<file path="src/design/dq_pkg.sv">
`default_nettype none

package dq_pkg;

  // Default depth of the ring store
  localparam int DQ_CAPACITY = 16;

  // Operation codes
  localparam logic [1:0] FN_PUSH_LEFT  = 2'd0;
  localparam logic [1:0] FN_PUSH_RIGHT = 2'd1;
  localparam logic [1:0] FN_POP_LEFT   = 2'd2;
  localparam logic [1:0] FN_POP_RIGHT  = 2'd3;

  // Status codes
  localparam logic [1:0] ST_OK    = 2'd0;
  localparam logic [1:0] ST_EMPTY = 2'd1;
  localparam logic [1:0] ST_FULL  = 2'd2;

  typedef struct packed {
    logic [1:0]         func;
    logic signed [31:0] value;
  } dq_in_t;

  typedef struct packed {
    logic [1:0]         status;
    logic signed [31:0] left_value;
    logic signed [31:0] right_value;
    logic               is_empty;
    logic               is_full;
    logic [4:0]         fill_count;
  } dq_out_t;

endpackage

`default_nettype wire

</file>
<file path="src/design/double_ended_queue.sv">
// Channel   Direction  Handshake            Payload
// in_       input      in_valid / in_stall  dq_in_t  (func, value)
// out_      output     out_valid/out_stall  dq_out_t (status, peeks, flags, count)
//
// A push, a refused operation or a pop of the last element goes straight to the result
// register; any other pop first waits in S_READ, since the new end element comes back
// from the registered read port of the ring memory.
// One transaction is in flight at a time; the result register frees the input side
// as soon as the pending result is taken.
// rst_n (synchronous) clears the head pointer, count and control; no clearing pass.
// in_stall is high while a pop waits on its read or while a result waits on out_stall.
`default_nettype none

module double_ended_queue
  import dq_pkg::*;
#(
  parameter int CAPACITY = DQ_CAPACITY
) (
  input  wire logic    clk,
  input  wire logic    rst_n,
  input  wire logic    in_valid,
  output logic         in_stall,
  input  wire dq_in_t  in_data,
  output logic         out_valid,
  input  wire logic    out_stall,
  output dq_out_t      out_data
);

  localparam int IDX_W = (CAPACITY > 1) ? $clog2(CAPACITY) : 1;
  localparam int CNT_W = $clog2(CAPACITY + 1);
  localparam int SUM_W = CNT_W + 1;

  localparam logic [IDX_W-1:0] IDX_LAST = IDX_W'(CAPACITY - 1);
  localparam logic [CNT_W-1:0] CNT_FULL = CNT_W'(CAPACITY);
  localparam logic [SUM_W-1:0] SUM_CAP  = SUM_W'(CAPACITY);

  localparam logic S_IDLE = 1'b0;
  localparam logic S_READ = 1'b1;

  // Control and peek registers
  logic             state_r, state_nxt;
  logic [IDX_W-1:0] head_r, head_nxt;
  logic [CNT_W-1:0] occ_r, occ_nxt;
  logic [1:0]       status_r, status_nxt;
  logic             out_valid_r, out_valid_nxt;
  logic             pend_left_r, pend_left_nxt;
  logic [31:0]      left_r, left_nxt;
  logic [31:0]      right_r, right_nxt;

  // Ring memory
  logic [31:0]      ring_mem [CAPACITY];
  logic [31:0]      rd_data_r;
  logic             mem_we, mem_re;
  logic [IDX_W-1:0] wr_addr, rd_addr;

  logic             out_blocked, accept, complete;
  logic             is_full_now, is_empty_now;
  logic [IDX_W-1:0] head_inc, head_dec, tail_pos, last_m1_pos;
  logic [SUM_W-1:0] tail_sum, last_m1_sum;

  assign out_blocked = out_valid_r && out_stall;
  assign in_stall    = (state_r != S_IDLE) || out_blocked;
  assign accept      = in_valid && !in_stall;
  assign complete    = (state_r == S_READ) && !out_blocked;

  assign is_full_now  = (occ_r == CNT_FULL);
  assign is_empty_now = (occ_r == '0);

  // Ring index arithmetic, wrapped by one compare
  assign head_inc    = (head_r == IDX_LAST) ? '0 : head_r + 1'b1;
  assign head_dec    = (head_r == '0) ? IDX_LAST : head_r - 1'b1;
  assign tail_sum    = SUM_W'(head_r) + SUM_W'(occ_r);
  assign tail_pos    = (tail_sum >= SUM_CAP) ? IDX_W'(tail_sum - SUM_CAP) : IDX_W'(tail_sum);
  assign last_m1_sum = SUM_W'(head_r) + SUM_W'(occ_r) - SUM_W'(2);
  assign last_m1_pos = (last_m1_sum >= SUM_CAP) ? IDX_W'(last_m1_sum - SUM_CAP)
                                                : IDX_W'(last_m1_sum);

  // Operation decode and state update
  always_comb begin
    state_nxt     = state_r;
    head_nxt      = head_r;
    occ_nxt       = occ_r;
    status_nxt    = status_r;
    pend_left_nxt = pend_left_r;
    left_nxt      = left_r;
    right_nxt     = right_r;
    mem_we        = 1'b0;
    mem_re        = 1'b0;
    wr_addr       = head_dec;
    rd_addr       = head_inc;
    out_valid_nxt = out_valid_r && out_stall;

    if (accept) begin
      unique case (in_data.func)
        FN_PUSH_LEFT, FN_PUSH_RIGHT: begin
          if (is_full_now) begin
            status_nxt = ST_FULL;
          end else begin
            status_nxt = ST_OK;
            mem_we     = 1'b1;
            occ_nxt    = occ_r + 1'b1;
            if (in_data.func == FN_PUSH_LEFT) begin
              wr_addr  = head_dec;
              head_nxt = head_dec;
              left_nxt = in_data.value;
              if (is_empty_now) right_nxt = in_data.value;
            end else begin
              wr_addr   = tail_pos;
              right_nxt = in_data.value;
              if (is_empty_now) left_nxt = in_data.value;
            end
          end
          out_valid_nxt = 1'b1;
        end
        FN_POP_LEFT, FN_POP_RIGHT: begin
          if (is_empty_now) begin
            status_nxt    = ST_EMPTY;
            out_valid_nxt = 1'b1;
          end else begin
            status_nxt    = ST_OK;
            occ_nxt       = occ_r - 1'b1;
            pend_left_nxt = (in_data.func == FN_POP_LEFT);
            if (in_data.func == FN_POP_LEFT) begin
              head_nxt = head_inc;
              rd_addr  = head_inc;
            end else begin
              rd_addr  = last_m1_pos;
            end
            if (occ_r == CNT_W'(1)) begin
              // last element leaves: nothing to fetch
              out_valid_nxt = 1'b1;
            end else begin
              mem_re    = 1'b1;
              state_nxt = S_READ;
            end
          end
        end
        default: begin
          status_nxt = status_r;
        end
      endcase
    end

    // New end element has arrived from memory
    if (complete) begin
      state_nxt     = S_IDLE;
      out_valid_nxt = 1'b1;
      if (pend_left_r) begin
        left_nxt = rd_data_r;
        if (occ_r == CNT_W'(1)) right_nxt = rd_data_r;
      end else begin
        right_nxt = rd_data_r;
        if (occ_r == CNT_W'(1)) left_nxt = rd_data_r;
      end
    end
  end

  // Control registers
  always_ff @(posedge clk) begin
    if (!rst_n) begin
      state_r     <= S_IDLE;
      head_r      <= '0;
      occ_r       <= '0;
      out_valid_r <= 1'b0;
    end else begin
      state_r     <= state_nxt;
      head_r      <= head_nxt;
      occ_r       <= occ_nxt;
      out_valid_r <= out_valid_nxt;
    end
  end

  // Payload registers
  always_ff @(posedge clk) begin
    status_r    <= status_nxt;
    pend_left_r <= pend_left_nxt;
    left_r      <= left_nxt;
    right_r     <= right_nxt;
  end

  // Ring memory: one write port, one registered read port
  always_ff @(posedge clk) begin
    if (mem_we) ring_mem[wr_addr] <= in_data.value;
    if (mem_re) rd_data_r <= ring_mem[rd_addr];
  end

  // Result
  assign out_valid               = out_valid_r;
  assign out_data.status         = status_r;
  assign out_data.left_value     = is_empty_now ? '0 : left_r;
  assign out_data.right_value    = is_empty_now ? '0 : right_r;
  assign out_data.is_empty       = is_empty_now;
  assign out_data.is_full        = is_full_now;
  assign out_data.fill_count     = 5'(occ_r);

  // Checks
  a_occ_bound: assert property (@(posedge clk) disable iff (!rst_n)
    occ_r <= CNT_FULL)
    else $error("occupancy above capacity");

  a_read_stalls: assert property (@(posedge clk) disable iff (!rst_n)
    state_r == S_READ |-> in_stall && !out_valid_r)
    else $error("input taken or result shown while a read is pending");

  a_push_result: assert property (@(posedge clk) disable iff (!rst_n)
    accept && !is_full_now &&
    (in_data.func == FN_PUSH_LEFT || in_data.func == FN_PUSH_RIGHT)
    |=> out_valid_r && status_r == ST_OK && !is_empty_now)
    else $error("accepted push did not give an ok result next cycle");

  a_pop_read: assert property (@(posedge clk) disable iff (!rst_n)
    accept && occ_r > CNT_W'(1) &&
    (in_data.func == FN_POP_LEFT || in_data.func == FN_POP_RIGHT)
    |=> state_r == S_READ && occ_r == $past(occ_r) - 1'b1)
    else $error("pop did not start a read of the new end");

endmodule

`default_nettype wire

</file>
<file path="config.mk">
export PLATFORM = sky130hd
export DESIGN_NAME = double_ended_queue
export DESIGN_NICKNAME = d
export VERILOG_FILES = /design/src/design/dq_pkg.sv /design/src/design/double_ended_queue.sv
export SDC_FILE = /design/constraint.sdc
export NUM_CORES = 1
export LEC_CHECK = 0
export ABC_AREA = 1
export ABC_CLOCK_PERIOD_IN_PS = 11000
export BUFFER_PORTS_ARGS = -buffer_cell sky130_fd_sc_hd__buf_4
export CAP_MARGIN = 20
export CORE_ASPECT_RATIO = 1.25
export CORE_MARGIN = 5
export CORE_UTILIZATION = 40
export CTS_BUF_LIST = sky130_fd_sc_hd__clkbuf_4 sky130_fd_sc_hd__clkbuf_8 sky130_fd_sc_hd__clkbuf_16
export CTS_CLUSTER_SIZE = 14
export DETAILED_ROUTE_END_ITERATION = 8
export SETUP_SLACK_MARGIN = 0.4
export SYNTH_ARGS = -nofsm -noshare
export SYNTH_HDL_FRONTEND = slang
export SYNTH_SLANG_ARGS = --single-unit
</file>
<file path="constraint.sdc">
create_clock -name clk -period 11 [get_ports clk]
set_clock_uncertainty 0.1 [all_clocks]
set_input_delay 1.65 -clock clk [delete_from_list [all_inputs] [get_ports clk]]
set_output_delay 1.65 -clock clk [all_outputs]
set_load 0.01 [all_outputs]
</file>
After elaboration in Yosys (flattened, before gate mapping)
Memories as Yosys holds them, arrays and structs flattened. A register that Yosys moved wholly into a read port is not among the register bits.
Cells that the tools add are included.
{"block": "classes", "add_sub_neg": 8, "n_lt_le_gt_ge": 2, "n_eq_ne": 10, "muxes": 55, "bitwise_logic": 3, "n_reduce_logical": 16}
{"cell": "2-to-1 mux 32 bit", "count": 18}
{"cell": "2-to-1 mux 4 bit", "count": 16}
{"cell": "2-to-1 mux 1 bit", "count": 14}
{"cell": "greater-or-equal comparator 6 x 5 -> 1 bit (second input constant)", "count": 2}
{"cell": "subtractor 4 x 1 -> 4 bit (second input constant)", "count": 3}
{"cell": "2-to-1 mux 5 bit", "count": 2}
{"cell": "case mux 5 bit (2 select lines)", "count": 1}
{"cell": "!= test 2 bit (second input constant)", "count": 4}
{"cell": "case mux 4 bit (2 select lines)", "count": 1}
{"cell": "adder 4 x 5 -> 6 bit", "count": 1}
{"cell": "AND reduction 3 bit", "count": 2}
{"cell": "OR reduction 2 bit", "count": 3}
{"cell": "subtractor 6 x 2 -> 6 bit (second input constant)", "count": 1}
{"cell": "adder 5 x 1 -> 5 bit (second input constant)", "count": 1}
{"cell": "equality test 5 x 1 -> 1 bit (second input constant)", "count": 1}
{"cell": "equality test 5 bit (second input constant)", "count": 1}
{"cell": "zero test 5 bit", "count": 1}
{"cell": "AND reduction 5 bit", "count": 1}
{"cell": "subtractor 5 x 1 -> 5 bit (second input constant)", "count": 1}
{"cell": "adder 4 x 1 -> 4 bit (second input constant)", "count": 1}
{"cell": "equality test 2 bit (second input constant)", "count": 2}
{"cell": "equality test 4 bit (second input constant)", "count": 1}
{"cell": "zero test 4 bit", "count": 1}
{"cell": "case mux 2 bit (2 select lines)", "count": 1}
{"cell": "other kinds (9)", "count": 14}
{"block": "word_totals", "register_bits": 78, "ram_bits": 512, "wordCells": 103, "mem_count": 1}
{"name": "ring_mem", "words": 16, "width": 32, "rd": 1, "rd_clocked_by_memory_dff": 1, "write_ports": 1, "line": "double_ended_queue.sv:51", "source": "logic [31:0] ring_mem [CAPACITY];"}

Logic depth before layout (Yosys ltp)
{"block": "depth", "depth_word": 9, "depth_mapped": 15, "depth_no_buf": 13}

Least setup slack after synthesis
OpenSTA, ideal clock, no wires.
{"block": "synth_timing", "path_type": "input port to flip-flop", "start": "input port out_stall", "end": "register rd_data_r[0] (read register of ring_mem) (enable)", "arrival_ns": 4.218, "setup_slack_ns": 6.220, "cell_stages": 3, "path_buffers": 0, "cell_sequence": "nand2_1 > nand3_1 > nor3_1"}
{"block": "synth_between", "elab_chain_len": 5, "word_cells_on_any_way": 6, "cone_classes": "mux: 2; reduce/logical: 4"}
{"element": "start: declaration", "line": "double_ended_queue.sv:25", "source": "input wire logic out_stall,"}
{"element": "logical AND 1 bit", "line": "double_ended_queue.sv:61", "source": "assign out_blocked = out_valid_r && out_stall;"}
{"element": "logical OR 1 bit", "line": "double_ended_queue.sv:62", "source": "assign in_stall = (state_r != S_IDLE) || out_blocked;"}
{"element": "zero test 1 bit", "line": "double_ended_queue.sv:63", "source": "assign accept = in_valid && !in_stall;"}
{"element": "logical AND 1 bit", "line": "double_ended_queue.sv:63"}
{"element": "2-to-1 mux 1 bit", "line": "double_ended_queue.sv:93", "source": "if (accept) begin"}
{"element": "net mem_re", "line": "double_ended_queue.sv:53", "source": "logic mem_we, mem_re;"}
{"element": "end: declaration", "line": "double_ended_queue.sv:52", "source": "logic [31:0] rd_data_r;"}
The timed path passes the listed nets, and every way through them passes these cells.
A chain may end at the register's enable or synchronous reset.

Worst setup path in the final report
{"block": "layout_timing", "start": "input port out_stall", "end": "register rd_data_r[30] (read register of ring_mem), data pin"}
{"block": "layout_between", "elab_chain_len": 5, "word_cells_on_any_way": 6, "cone_classes": "mux: 2; reduce/logical: 4"}
{"element": "logical AND 1 bit (*)", "line": "double_ended_queue.sv:61"}
{"element": "logical OR 1 bit (*)", "line": "double_ended_queue.sv:62"}
{"element": "zero test 1 bit (*)", "line": "double_ended_queue.sv:63"}
{"element": "logical AND 1 bit (*)", "line": "double_ended_queue.sv:63"}
{"element": "2-to-1 mux 4 bit / 2-to-1 mux 1 bit (equally long branches)", "line": "double_ended_queue.sv:93"}
Every way passes the cells marked *; elsewhere a longest branch is shown, timed or not.

==> summary.txt <==
Floorplanning
  • Die footprint: 75,100 um2
  • Initial core utilization: 40.2%
  • Die Ht: just over 300 um
  • FP Rows: 108
  • Core area: 69,300 um2
  • Num ports: ~110
  • Die W: approximately 250 um

Power and ir drop
  • Lkg Pwr: 13.9 nW
  • Net Switching: 1.93 mW
  • Seq pwr share: roughly 46%
  • Share of power burned in combinational logic: around 24%
  • Power Density: roughly 200 nW/um2
  • Sw frac: 30.7%
  • Clock Power Share: a little under a third
  • Peak supply drop: 0.120 mV
  • Int Pwr: 4.35 mW

Clock network
  • Hold buffers post-CTS: 0
  • CTS tree: built
  • Clock buffer count from CTS: between 50 and 60
  • Sink Count: 622
  • Root buffer cell: clkbuf_16
  • Post-CTS setup buffers: 0
  • Clock buffer depth: 3
  • CTS clk-pin slew, worst paths: 0.06 ns
  • Post_cts resized: 0
  • Skew-Pair Late Insertion Delay: around 0.6 ns
  • CTS H-tree depth: 2

STA
  • Endpoints failing hold: 0
  • Worst-Margin Slew: 1.11 ns
  • Fin crit period: 5.11 ns
  • Final period util: 46.4%
  • Unrepaired setup endpoints after global routing: false
  • Final TNS setup: 0 ns
  • Relative max-transition margin: between 20% and 30%
  • Maximum clock rate: slightly below 200 MHz
  • Max Slew Vio Count: 0
  • Final setup fails: 0

Synth
  • Synth Register Bits: 622
  • Post-synth ARST share: 0%
  • Commonest register cell after synthesis: edfxtp_1
  • Register area share after synthesis: 64.3%
  • Cells after synthesis: 2,856
  • Top-area cell type share of the netlist area: roughly three fifths
  • Mapped Area: about 28,000 um2
  • Synth warn: 0
  • Number of synthesized flops with an enable pin: 547
  • Post-synth top area cell: edfxtp_1
  • Cell variety after synth: 40
  • Synth area leaders: edfxtp_1, nand3_1, inv_1, nand2_1, dfxtp_1
  • Syn Area/Cell: slightly below 10 um2
  • Syn nets: 2,905

Detailed routing
  • Antenna-violating nets left: 0
  • Iter 0 DRT Violations: 1,574
  • DRC Markers: 0
  • DR vias/cell: 5.09
  • Pre-Repair DR Iteration Count: 5
  • Routed WL: 76.2 mm
  • Vias: 19,800
  • Routed wire per std cell: 19.6 um

Critical path
  • Critical path startpoint category: input port
  • Worst path required time: 11.24 ns
  • Critical path endpoint category: flop
  • Cell family with most CP delay: simple AND/OR/NAND/NOR gates
  • Crit-path max cell delay: 0.94 ns
  • CP cell instances: buf_4 > nand2_1 > nand4_2 > nor2_4 > nand2_2 > nand2_8 > buf_4 > nand2_1 > nand3_1 > nand3_1 > nand3_1 > nand2_1
  • Setup Crit Path Kind: input port to flop
  • Critical path arrival: roughly 5.4 ns
  • CP bufs+invs: 2
  • CP max stage cell: buf_4
  • CP Max Fanout: 109

Job
  • Max-cap check violation count: 0

Cells and area
  • Most frequent cells in the layout: inv_1, nand2_1, edfxtp_1, nand3_1, buf_4
  • Commonest non-fill, non-tap cell in the layout: inv_1
  • Fill count: 6,498
  • Core Util, Final: 45.4%
  • Area growth, synth to finish: 12.9%
  • Ant. Diodes: 0
  • Final net count: 2,963
  • Share of cells above drive strength 1: under 10%

Place
  • # port buffers: 112
  • Post-DP HPWL: around 42 mm
  • Final RePlAce weighted congestion: 0.840

Outcome
  • Outcome: complete, no violations

GRT
  • Vias in the first global route: 18,900
  • First-pass GRT wire length: 115 mm
  • Antenna violations before repair: 1
  • Overflow after GRT: 0
  • Largest net degree at the start of global routing: around 150
  • Total GRT Usage: 19.7%

Hold path
  • Hold crit path type: flop to flop
==> worst register-to-register path: stages (launching register included) <==
cell and delay (ns):
dfxtp_1 0.51, inv_1 0.15, ha_1 0.23, nand3_2 0.10
nand2_4 0.11, nor2_4 0.38, nand2_2 0.45, nand2_8 0.69
buf_4 0.95, nand2_1 0.18, nand3_1 0.13, nand3_1 0.10
nand3_1 0.16, nand2_1 0.07
==> final cells by class <==
class	count	area (um2)	area share, %
Sequential cell	622	17900	56.9
Timing Repair Buffer	149	1140	3.63
Tap cell	935	1170	3.72
Clock inverter	31	224	0.711
Multi-Input combinational cell	1429	7020	22.3
Clock buffer	69	1530	4.86
Inverter	656	2460	7.83
==> flip-flops by register name, summed over array words and instances, names as in the netlist <==
register,count
state_r,1
occ_r,5
left_r,32
right_r,32
pend_left_r,1
head_r,4
out_valid,1
status_r,2
rd_data_r,32
ring_mem,512
==> worst paths after layout <==
path	startpoint	endpoint	slack (ns)	depth (start not counted)
hold reg to reg	left_r[10]	left_r[10]	0.41	2
setup reg to reg	occ_r[1]	rd_data_r[30]	6.43	13
setup / recovery	out_stall	rd_data_r[30]	5.89	12
hold / removal	left_r[10]	left_r[10]	0.41	2
==> metrics by stage <==
stage	setup slack, ns	instance area [um2]	instances	hold slack (ns)	power (mW)
6_report	5.89	31500	3891	0.412	6.27
2_1_floorplan	6.22	27900	2856	0.378	3.84
3_3_place_gp	5.44	29700	3789	0.395	4.39
4_1_cts	5.88	31500	3891	0.419	6.32
3_5_place_dp	5.26	29700	3791	0.398	4.43
5_1_grt	5.66	31500	3891	0.447	6.59
==> kinds of logic after synthesis <==
kind of cell,share of synthesized area [%]
compound gates,4.14
xor+xnor,0.157
fa+ha+maj,0.521
buf+inv,11.4
flops,64.3
mux,0.180
simple gates,19.3
==> cells in the mapped netlist, types with 6 or more instances <==
master / number
buf_2: 79
o21ai_1: 9
buf_4: 10
ha_1: 10
o21ai_0: 68
clkbuf_1: 49
edfxtp_1: 547
buf_1: 9
a21oi_1: 27
nand3b_1: 21
nand3_1: 508
nand2_1: 642
dfxtp_1: 75
nor2_1: 32
o211ai_1: 72
inv_1: 650
a32oi_1: 6
==> power by group through the flow <==
stage          sequential, mW  clock (mW)  combinational, mW
6_report                 2.86        1.90               1.52
5_1_grt                  2.88        2.03               1.68
4_1_cts                  2.86        1.94               1.52
3_5_place_dp             2.91           0               1.52
3_3_place_gp             2.90           0               1.49
2_1_floorplan            2.89           0              0.949
==> routing by layer <==
| metal | routed length (um) | global-route usage (%) |
|---|---|---|
| met1 | 31800 | 26.6 |
| met2 | 36400 | 33.1 |
| met5 | 7 | 0 |
| met4 | 2480 | 6.59 |
| met3 | 5490 | 2.70 |
No activity file was read; power rests on OpenSTA's default activity.
